<file path="src/hdl/rpa_ram.sv">
// Generic simple dual-port RAM: one write port, one read port with registered data.
// No dependencies; instantiated for the free stack and the count table.
module rpa_ram #(
  parameter int WIDTH = 8,
  parameter int DEPTH = 16,
  localparam int AW = $clog2(DEPTH)
) (
  input  logic             clk,
  input  logic             we,
  input  logic [AW-1:0]    waddr,
  input  logic [WIDTH-1:0] wdata,
  input  logic [AW-1:0]    raddr,
  output logic [WIDTH-1:0] rdata
);

  logic [WIDTH-1:0] mem [DEPTH];

  always_ff @(posedge clk) begin
    if (we) begin
      mem[waddr] <= wdata;
    end
  end

  always_ff @(posedge clk) begin
    rdata <= mem[raddr];
  end

endmodule

</file>
<file path="config.mk">
export PLATFORM = sky130hd
export DESIGN_NAME = rpa_ram
export DESIGN_NICKNAME = d
export VERILOG_FILES = /design/src/hdl/rpa_ram.sv
export SDC_FILE = /design/constraint.sdc
export NUM_CORES = 1
export LEC_CHECK = 0
export BUFFER_PORTS_ARGS = -buffer_cell sky130_fd_sc_hd__clkbuf_2
export CAP_MARGIN = 20
export CORE_AREA = 4 4 107 109
export CTS_BUF_LIST = sky130_fd_sc_hd__clkbuf_4 sky130_fd_sc_hd__clkbuf_8
export DETAILED_ROUTE_END_ITERATION = 10
export DIE_AREA = 0 0 111 113
export GPL_ROUTABILITY_DRIVEN = 1
export PLACE_DENSITY = 0.69
export SYNTH_ARGS = -nofsm -noshare
export SYNTH_HDL_FRONTEND = slang
export SYNTH_SLANG_ARGS = --single-unit
</file>
<file path="constraint.sdc">
create_clock -name clk -period 4.3 [get_ports clk]
set_clock_uncertainty 0.15 [all_clocks]
set_input_delay 0.86 -clock clk [delete_from_list [all_inputs] [get_ports clk]]
set_output_delay 0.86 -clock clk [all_outputs]
set_load 0.005 [all_outputs]
</file>
# ---- Yosys cells after proc, flatten, opt, wreduce, memory -nomap -nowiden
# Memories as Yosys holds them, arrays and structs flattened. A register that Yosys moved wholly into a read port is not among the register bits.
# Cells that the tools add are included.
dict set report word_totals {
  mem_bits_rw 128
  word_cells 3
  n_memories 1
  out_inout_bits 8
  reg_bits 0
  inputBits 18
}
# name depth width rd rd_clocked_by_memory_dff wr line
set mem_list {}
lappend mem_list {mem 16 8 1 1 1 16} ;# logic [WIDTH-1:0] mem [DEPTH];
dict set report op_classes {
  muxes 2
}
# op n
set op_table {}
lappend op_table {{2-to-1 mux 1 bit} 2}

# ---- Logic depth before layout (Yosys ltp)
# Gate-level depths: netlist of the first run.
dict set report depth {
  depth_word 2
  ltp_mapped 5
  mapped_depth_nobuf 3
}

# ---- Worst setup path after synthesis of the first run
# No wires, ideal clock.
dict set report synth_path {
  path_kind {input port to flip-flop}
  from {input waddr[2]}
  to {memory mem[0][0], enable pin}
  arrival_time_ns 1.970
  path_buffers 0
  setup_ns 0.383
  t_required_ns 3.767
  slack_ns 1.797
  path_stages 2
  cell_sequence {or3b_2 nor3_1}
}
# item line
set synth_lines {}
lappend synth_lines {{from (decl)} 10} ;# input logic [AW-1:0] waddr,
lappend synth_lines {{to (decl)} 16}
# Straight into the memory's write port.

==> metrics.md, run 1 <==
| Metric | Value |
|---|---|
| Highest signal layer in the routed design | `met4` |
| Fmax | `between 0.4 and 0.5 GHz` |
| I/O pin count | `26` |
| Dominant cell type by area after synthesis | `edfxtp_1` |
| # DRC | `0` |
| Largest net degree at the start of global routing | `33` |
| LEAKAGE | `0.001915 µW` |
| EDFF count, synth | `128` |
| Post-synth cell types | `19` |
| Startpoint of the lowest-slack register-to-register path | `mem[8][6]` |
| Max-capacitance violation count | `0` |
| Fin crit period | `2393 ps` |
| Sum of negative setup slack | `0 ps` |
| List of most frequent post-synthesis cells | `edfxtp_1, mux4_2, a22oi_1` |
| DRT met1 WL | `3.780 mm` |
| DR WL met2 | `4.381 mm` |
| Register bit total from synthesis | `136` |
| Synthesis-to-layout area growth | `12.08%` |
| Category of the worst setup path launch point | `input port` |
| Vias in the first global route | `2410` |
| Cell Area, Synth | `5147 µm²` |
| Slack of the critical path | `approximately 1900 ps` |
| Max-Slew Margin vs Limit | `0.3735` |
| Power density cells | `445.0 nW/µm²` |
| Max-slew violations | `0` |
| Count of buffers added by post-CTS timing repair for setup | `0` |
| Number of warnings issued by yosys | `0` |
| Clock tree from TritonCTS | `yes` |
| Number of nets in the synthesized netlist | `247` |
| Hold buffer count at cts | `0` |
| Worst setup path category | `in2reg` |
| Part of the cycle the worst path needs | `0.5565` |
| Clock latency at the later pin of the worst-skew pair | `430 ps` |
| Endpoint class of the critical path | `flop` |
| Worst-case reg-to-reg path depth | `3` |
| Routed wirelength normalized by instance count | `roughly 21 µm` |
| Remaining number of nets flagged by the antenna check after routing | `0` |
| Most repeated cell in the gate-level netlist after synthesis | `edfxtp_1` |
| Total number of vias | `2292` |
| Worst Hold Margin | `517.7 ps` |
| First-pass GRT wire length | `13.74 mm` |
| Worst Min Path Start | `mem[4][2]` |
| Proportion of synthesized chip area in sequential cells | `0.7778` |
| Global placer's final weighted congestion | `0.7242` |
| Share of final-layout standard cells stronger than drive strength 1 | `0.2893` |
| Gate Count Post-Synth | `229` |
| Ys async rst share | `0` |
| Initial core utilization | `0.4855` |
| Area contributors post-synth | `edfxtp_1, mux4_2, mux4_1` |
| Detailed-placement wirelength estimate | `5.657 mm` |
| First DRT Iteration DRCs | `119` |
| Drt total wl | `8.757 mm` |
| Fraction of post-synthesis cell area in the top cell type by area | `0.7467` |
| Final setup violating endpoints | `0` |
| Max FO, Critical Path | `22` |
| Average cell area after synthesis | `22.48 µm²` |
| Setup repair after global routing missed its margin | `no` |
| Status | `finished clean` |
| Routed wire length on met3 | `477 µm` |
| Pre-antenna DRT Iters | `4` |
| Hold-critical path endpoint | `rdata[2]` |
| Die outline width | `approximately 110 µm` |
| Input/output buffers | `25` |
| Nets@finish | `285` |
| Antenna Diode Count | `0` |
| Reg-to-reg setup timing slack | `2840 ps` |
| Reg-to-reg endpoint | `rdata[6]` |
| Bufs on Longest Clock Path | `2` |
| Tightest Pin Transition | `roughly 940 ps` |
| Core Box Area | `10600 µm²` |
| Clock sink count | `136` |
| Clock buffer count from CTS | `17` |
| Worst min-delay path category | `reg2reg` |
| Number of cell rows | `38` |
| Die ar. | `between 10000 and 15000 µm²` |
| Worst setup slack after placement | `1408 ps` |
| Clock root buffer | `clkbuf_8` |
| Hold Vio Cnt, Final | `0` |
| Hold depth | `3` |
| Max rail drop VDD | `190.3 µV` |
| Worst Path Arrival | `2560 ps` |
| Global routing usage summed across all routing layers | `0.1530` |
| Number of antenna violations at the first check in global routing | `0` |
| Total gr overflow | `0` |
| Die height | `about 110 µm` |
| Top FF cell, synth | `edfxtp_1` |
| Req. time, crit path | `4470 ps` |
| Routed vias/inst | `5.457` |
| Post-CTS Resized | `0` |
| Htree depth | `4` |
| Clock input transition at the sequential cells of the worst setup and hold paths | `70 ps` |
[final cells by class]
type | count | area [µm²]
multi-input combinational | 83 | 1062
timing repair buffer | 29 | 155.1
tap | 140 | 175.2
clock buffer | 23 | 297.8
sequential | 136 | 4004
clock inverter | 9 | 75.07
fill | 806 | 4833
[power breakdown]
part,internal (µW),switching (µW),leakage (µW)
clock,515,438,0.000195
sequential,1480,8.83,0.00122
combinational,53.5,70.4,0.000496
total,2050,518,0.00192
[critical path, cell delays in order]
cell and delay (ps):
clkbuf_2 310, buf_4 430, mux4_1 600, a22oi_1 270, nand2_1 70
[cell usage in the layout (no fill, tap or decap), drive strengths merged, types with 2 or more instances in the layout]
master and n:
nand2b 2, nand2 9, clkinv 6, edfxtp 128
nor3 4, clkinvlp 2, nand3b 2, nor2 13
buf 4, mux4 32, clkbuf 48, a22oi 16
dfxtp 8
[stage by stage]
step           cell area, µm²  std cells  total power (µW)    util
2_1_floorplan            5147        229              1592       -
3_3_place_gp             5396        388              1642  0.5090
3_5_place_dp             5396        388              1646  0.5090
4_1_cts                  5769        420              2591  0.5441
5_1_grt                  5769        420              2668  0.5441
6_report                 5769        420              2568  0.5441
[flip-flops by register name, summed over array words and instances, names as in the netlist]
signal and flops:
rdata 8, mem 128
[worst max-delay path by stage]
stage	from	endpoint	slack, ps	depth (start not counted)
3_5_place_dp	raddr[0]	rdata[2]	1410	5
4_1_cts	raddr[0]	rdata[2]	1880	5
6_report	raddr[0]	rdata[2]	1910	5
3_3_place_gp	raddr[0]	rdata[2]	1400	5
2_1_floorplan	waddr[2]	mem[0][0]	1800	2
5_1_grt	raddr[0]	rdata[2]	1790	5
[logic make-up (layout without fill, tap and decap cells)]
kind of cell | after synthesis | in the layout | synth area share
flip-flops | 136 | 136 | 0.7778
buffers and inverters | 10 | 61 | 0.01677
multiplexers | 32 | 32 | 0.1502
AO/OA/AOI/OAI | 16 | 16 | 0.02334
AND/OR/NAND/NOR | 35 | 35 | 0.03184
[layer usage]
metal | up-vias | track usage
li1 | 1044 | -
met3 | 11 | 0.04866
met2 | 62 | 0.2395
met4 | 0 | 0.06404
met1 | 1175 | 0.2012
met5 | - | 0
Note: power is estimated with default switching activity, not from simulation.
==> run 2: changes to the inputs <==
--- a/config.mk
+++ b/config.mk
@@ -5,12 +5,13 @@
 export SDC_FILE = /design/constraint.sdc
 export NUM_CORES = 1
 export LEC_CHECK = 0
+export ABC_AREA = 1
 export BUFFER_PORTS_ARGS = -buffer_cell sky130_fd_sc_hd__clkbuf_2
 export CAP_MARGIN = 20
-export CORE_AREA = 4 4 107 109
+export CORE_AREA = 4 4 113 115
 export CTS_BUF_LIST = sky130_fd_sc_hd__clkbuf_4 sky130_fd_sc_hd__clkbuf_8
 export DETAILED_ROUTE_END_ITERATION = 10
-export DIE_AREA = 0 0 111 113
+export DIE_AREA = 0 0 117 119
 export GPL_ROUTABILITY_DRIVEN = 1
 export PLACE_DENSITY = 0.69
 export SYNTH_ARGS = -nofsm -noshare
==> constraint.sdc (replaced) <==
create_clock -name clk -period 2.34 [get_ports clk]
set_clock_uncertainty 0.15 [all_clocks]
set_input_delay 0.468 -clock clk [delete_from_list [all_inputs] [get_ports clk]]
set_output_delay 0.468 -clock clk [all_outputs]
set_load 0.005 [all_outputs]
==> metrics.md, run 2 <==
| Metric | Value |
|---|---|
| Status | `finished clean` |
| Category of the worst setup path launch point | `flop` |
| List of most frequent post-synthesis cells | `nand2_1, edfxtp_1, inv_1` |
| Req. time, crit path | `roughly 1700 ps` |
| Max-capacitance violation count | `0` |
| Nets@finish | `approximately 610` |
| Part of the cycle the worst path needs | `0.6603` |
| Ys async rst share | `0` |
| Max-slew violations | `0` |
| Post-synth cell types | `12` |
| Drt total wl | `approximately 12 mm` |
| Cell Area, Synth | `between 5000 and 6000 µm²` |
| Initial core utilization | `0.4882` |
| Input/output buffers | `25` |
| Clock buffer count from CTS | `17` |
| Number of flip-flops in the largest register | `between 100 and 150` |
| CP max-delay cell | `dfxtp_1` |
| Number of cell rows | `40` |
| Die ar. | `13920 µm²` |
| Routed vias/inst | `5.128` |
| Reg with most FFs | `mem` |
| Area contributors post-synth | `edfxtp_1, nand2_1, nand3_1` |
| Largest registers ranked by flip-flop count | `mem: 128 flops, rdata: 8 flops` |
| Register bit total from synthesis | `136` |
| Remaining number of nets flagged by the antenna check after routing | `0` |
| Layout fillers | `1020` |
| Top FF cell, synth | `edfxtp_1` |
| Clock input transition at the sequential cells of the worst setup and hold paths | `70 ps` |
| Hold buffer count at cts | `0` |
| Max rail drop VDD | `369.1 µV` |
| Clock latency at the later pin of the worst-skew pair | `450 ps` |
| Number of antenna violations at the first check in global routing | `0` |
| Worst Path Buf+Inv | `1` |
| Hold Vio Cnt, Final | `0` |
| Worst setup path category | `reg2out` |
| Gate Count Post-Synth | `551` |
| First DRT Iteration DRCs | `361` |
| Number of warnings issued by yosys | `0` |
| Worst min-delay path category | `in2reg` |
| Global routing usage summed across all routing layers | `0.1960` |
| Die height | `approximately 120 µm` |
| # DRC | `0` |
| I/O pin count | `26` |
| Total gr overflow | `0` |
| Dominant cell type by area after synthesis | `edfxtp_1` |
| Most common cell after layout, fill and taps aside | `nand2_1` |
| Setup repair after global routing missed its margin | `no` |
| Clock root buffer | `clkbuf_8` |
| Htree depth | `4` |
| Fin crit period | `1545 ps` |
| List of cells traversed by the critical path | `clkbuf_2` |
| Power density cells | `771.4 nW/µm²` |
| Endpoint class of the critical path | `primary output` |
| Worst Hold Margin | `262.3 ps` |
| Fmax | `0.6472 GHz` |
| Vias in the first global route | `3762` |
| First-pass GRT wire length | `20.04 mm` |
| Detailed-placement wirelength estimate | `8.158 mm` |
| Average cell area after synthesis | `10.47 µm²` |
| Dominant delay contributor by cell family on the critical path | `flip-flops` |
| Fraction of post-synthesis cell area in the top cell type by area | `0.6665` |
| Largest net degree at the start of global routing | `34` |
| Global placer's final weighted congestion | `0.8455` |
| Critical Path Max Stage Delay | `roughly 350 ps` |
| Commonest cells after routing, fill and taps aside | `nand2_1, edfxtp_1, inv_1` |
| Routed wirelength normalized by instance count | `16.61 µm` |
| Synthesis-to-layout area growth | `12.09%` |
| Core Box Area | `about 12000 µm²` |
| Worst Path Arrival | `930 ps` |
| Number of nets in the synthesized netlist | `569` |
| Share of final-layout standard cells stronger than drive strength 1 | `0.1275` |
| Sum of negative setup slack | `0 ps` |
| Pre-antenna DRT Iters | `5` |
| Proportion of synthesized chip area in sequential cells | `0.6943` |
| Max-Slew Margin vs Limit | `0.5304` |
| Tightest Pin Transition | `701.7 ps` |
| EDFF count, synth | `128` |
| Share of total power in the clock network | `0.386` |
| Final setup violating endpoints | `0` |
| Most repeated cell in the gate-level netlist after synthesis | `nand2_1` |
| Die outline width | `between 100 and 150 µm` |
| Post-CTS Resized | `0` |
| LEAKAGE | `0.002817 µW` |
| Part of the power in registers | `0.550` |
| Antenna Diode Count | `0` |
| Power spent charging and discharging nets | `1105 µW` |
| Total number of vias | `3851` |
| Switching Share | `0.2216` |
| Bufs on Longest Clock Path | `2` |
| Count of buffers added by post-CTS timing repair for setup | `0` |
| Combinational share of power | `0.064` |
| Max FO, Critical Path | `1` |
| Clock sink count | `136` |
| Clock tree from TritonCTS | `yes` |
| Internal power summed over all cells | `3881 µW` |
==> run 2: metal layers <==
metal  vias to the layer above  track usage  wire length (µm)
li1                       1850            -                 -
met4                         0      0.06595               231
met5                         -            0                 0
met2                       135       0.3204              6462
met1                      1845       0.2542              5063
met3                        21      0.04929               717
==> run 2: logic make-up (layout without fill, tap and decap cells) <==
logic type | count (synthesis) | after routing | synth area share
buf+inv | 126 | 179 | 0.09525
flops | 136 | 136 | 0.6943
simple gates | 289 | 289 | 0.2105
==> run 2: path summary, 6_finish.rpt <==
path	start	slack, ps	cells after the start	end
worst max-delay path	rdata[5]	790	1	rdata[5]
worst min register to register	mem[12][5]	520	6	rdata[5]
worst min-delay path	raddr[3]	260	3	rdata[5]
worst max register to register	mem[4][2]	1150	6	rdata[2]
==> run 2: cell type report <==
type,count,area (µm²),share of cell area
repair buffers,45,275.3,0.04259
clock inverters,13,155.1,0.02400
clock buffers,19,249.0,0.03852
well taps,147,183.9,0.02846
flip-flops and latches,136,4004,0.6194
multi-input cells,289,1214,0.1878
inverters,102,382.9,0.05923
==> run 2: power by group through the flow <==
stage / logic (µW) / registers [µW] / clock network [µW]
global route: 361 / 2740 / 2050
global placement: 313 / 2790 / 0
floorplan: 192 / 2790 / 0
finish: 320 / 2740 / 1920
detailed placement: 321 / 2800 / 0
CTS: 324 / 2740 / 1940
==> run 2: worst register-to-register path, cell delays in order, from the launching register on <==
cell	delay, ps
edfxtp_1	380
inv_1	70
nand2_1	50
nand3_1	100
nand3_1	140
nand3_1	120
nand2_1	70
==> run 2: metrics by stage <==
stage	setup WS (ps)	util	cell area, µm²	power, µW	instances
finish	794.9	0.5472	6464	4986	751
global route	756.2	0.5472	6464	5156	751
CTS	765.8	0.5472	6464	5009	751
detailed placement	475.1	0.5130	6060	3117	719
global placement	539.8	0.5130	6060	3108	719
floorplan	771.2	-	5767	2981	551
==> run 3: changes to the inputs <==
==> config.mk (replaced) <==
export PLATFORM = sky130hd
export DESIGN_NAME = rpa_ram
export DESIGN_NICKNAME = d
export VERILOG_FILES = /design/src/hdl/rpa_ram.sv
export SDC_FILE = /design/constraint.sdc
export NUM_CORES = 1
export LEC_CHECK = 0
export ABC_AREA = 0
export BUFFER_PORTS_ARGS = -buffer_cell sky130_fd_sc_hd__clkbuf_2
export CAP_MARGIN = 20
export CORE_AREA = 4 4 107 109
export CTS_BUF_LIST = sky130_fd_sc_hd__clkbuf_4 sky130_fd_sc_hd__clkbuf_8
export DETAILED_ROUTE_END_ITERATION = 10
export DIE_AREA = 0 0 111 113
export GPL_ROUTABILITY_DRIVEN = 1
export PLACE_DENSITY = 0.72
export SYNTH_ARGS = -nofsm -noshare
export SYNTH_HDL_FRONTEND = slang
export SYNTH_SLANG_ARGS = --single-unit
==> constraint.sdc (replaced) <==
create_clock -name clk -period 1.4 [get_ports clk]
set_clock_uncertainty 0.15 [all_clocks]
set_input_delay 0.28 -clock clk [delete_from_list [all_inputs] [get_ports clk]]
set_output_delay 0.28 -clock clk [all_outputs]
set_load 0.005 [all_outputs]
==> metrics.md, run 3 (synthesis gave the netlist of run 1 again) <==
| Metric | Value |
|---|---|
| Clock latency at the later pin of the worst-skew pair | `430 ps` |
| Max FO, Critical Path | `1` |
| I/O pin count | `26` |
| Fin crit period | `about 1500 ps` |
| Max rail drop VDD | `approximately 680 µV` |
| Post-detailed-placement cell area | `5707 µm²` |
| Bufs on Longest Clock Path | `2` |
| Finished Cell Area | `around 6000 µm²` |
| Hold Vio Cnt, Final | `0` |
| Drt total wl | `just under 10 mm` |
| Final Util | `0.5801` |
| Number of antenna violations at the first check in global routing | `0` |
| Final setup violating endpoints | `3` |
| Remaining number of nets flagged by the antenna check after routing | `0` |
| Placed insts | `between 400 and 500` |
| Core Box Area | `between 10000 and 15000 µm²` |
| CP max-delay cell | `mux4_2` |
| Worst setup slack after placement | `-425.2 ps` |
| Total gr overflow | `0` |
| Global placer's final weighted congestion | `just over 0.7` |
| Antenna Diode Count | `0` |
| Die height | `113 µm` |
| First DRT Iteration DRCs | `212` |
| Synthesis-to-layout area growth | `19.49%` |
| Routed wirelength normalized by instance count | `21.72 µm` |
| Failing checks | `negative setup slack` |
| Number of flip-flops in the largest register | `between 100 and 150` |
| Global routing usage summed across all routing layers | `0.1711` |
| Nets@finish | `315` |
| Power density cells | `1373 nW/µm²` |
| Vias in the first global route | `2596` |
| Setup repair after global routing missed its margin | `yes` |
| List of cells traversed by the critical path | `mux4_2 -> a22oi_2 -> nand2_1` |
| Routed vias/inst | `5.627` |
| Total number of vias | `2532` |
| Detailed-placement wirelength estimate | `6.269 mm` |
| Input/output buffers | `25` |
| Clock input transition at the sequential cells of the worst setup and hold paths | `80 ps` |
| Tightest Pin Transition | `about 850 ps` |
| Share of final-layout standard cells stronger than drive strength 1 | `0.4355` |
| Max-capacitance violation count | `0` |
| Number of cell rows | `38` |
| Reg with most FFs | `mem` |
| Endpoint class of the critical path | `flop` |
| Commonest cells after routing, fill and taps aside | `edfxtp_1, mux4_2, buf_4` |
| Fmax | `0.6842 GHz` |
| Initial core utilization | `0.4855` |
| Worst setup path category | `reg2reg` |
| Max-Slew Margin vs Limit | `0.4282` |
| Max-slew violations | `0` |
| Critical Path Max Stage Delay | `500 ps` |
| Slack of the critical path | `-61.62 ps` |
| Clock buffer count from CTS | `17` |
| Part of the cycle the worst path needs | `1.044` |
| Largest registers ranked by flip-flop count | `mem: 128 flops, rdata: 8 flops` |
| Htree depth | `4` |
| Largest net degree at the start of global routing | `17` |
| Worst min-delay path category | `in2reg` |
| Worst Hold Margin | `132.8 ps` |
| Status | `complete, but fails checks` |
| Most common cell after layout, fill and taps aside | `edfxtp_1` |
| Clock root buffer | `clkbuf_8` |
| Worst Path Arrival | `1630 ps` |
| Clock sink count | `around 140` |
| Category of the worst setup path launch point | `flop` |
| Req. time, crit path | `1570 ps` |
| Die ar. | `12540 µm²` |
| LEAKAGE | `0.002058 µW` |
| Number of cells in the finished layout apart from fillers | `450` |
| Count of buffers added by post-CTS timing repair for setup | `0` |
| # DRC | `0` |
| Pre-antenna DRT Iters | `5` |
| First-pass GRT wire length | `around 16 mm` |
| Clock tree from TritonCTS | `yes` |
| Die outline width | `111 µm` |
run 3: area by class of cell:
type | instances | area, µm²
Clock buffer | 19 | 249.0
Clock inverter | 13 | 177.7
Fill cell | 764 | 4452
Multi-Input combinational cell | 83 | 1076
Sequential cell | 136 | 4005
Tap cell | 140 | 175.2
Timing Repair Buffer | 59 | 467.9
run 3: worst paths after layout:
kind | endpoint | from | depth (start not counted) | slack, ps
setup / recovery | rdata[3] | mem[3][3] | 3 | -60
hold reg to reg | rdata[3] | mem[12][3] | 3 | 520
setup reg to reg | rdata[3] | mem[3][3] | 3 | -60
hold / removal | mem[3][6] | wdata[6] | 1 | 130
run 3: critical path, delay by kind of cell, from the launching register on:
kind             cells  cell delay, ps
AO/OA/AOI/OAI        1             240
flip-flops           1             390
multiplexers         1             500
AND/OR/NAND/NOR      1              80
run 3: stage by stage:
stage	setup TNS (ps)	total power [µW]
detailed placement	-23890	5149
floorplan	-2606	4918
finish	-93.97	8447
CTS	-123.8	8537
global route	-448.4	8755
global placement	-20160	5134
run 3: layer usage:
layer / part of all wire / wire, µm / track usage
met1: 0.44 / 4266 / 0.2438
met2: 0.48 / 4692 / 0.2589
met3: 0.070 / 685 / 0.04813
met4: 0.013 / 129 / 0.05665
met5: 0 / 0 / 0
run 3: what timing repair did:
| item | 4_1_cts | 5_1_grt |
|---|---|---|
| setup endpoints to repair | 6 | 9 |
| hold buffers | 0 | 0 |
| gates resized for setup | 4 | 2 |
| pin swaps | 2 | 0 |
run 3: where the power goes:
group / internal (µW) / switching [µW] / leakage, µW
logic: 227 / 255 / 0.000628
clock network: 1970 / 1420 / 0.000206
registers: 4550 / 29.5 / 0.00122
total: 6740 / 1700 / 0.00206
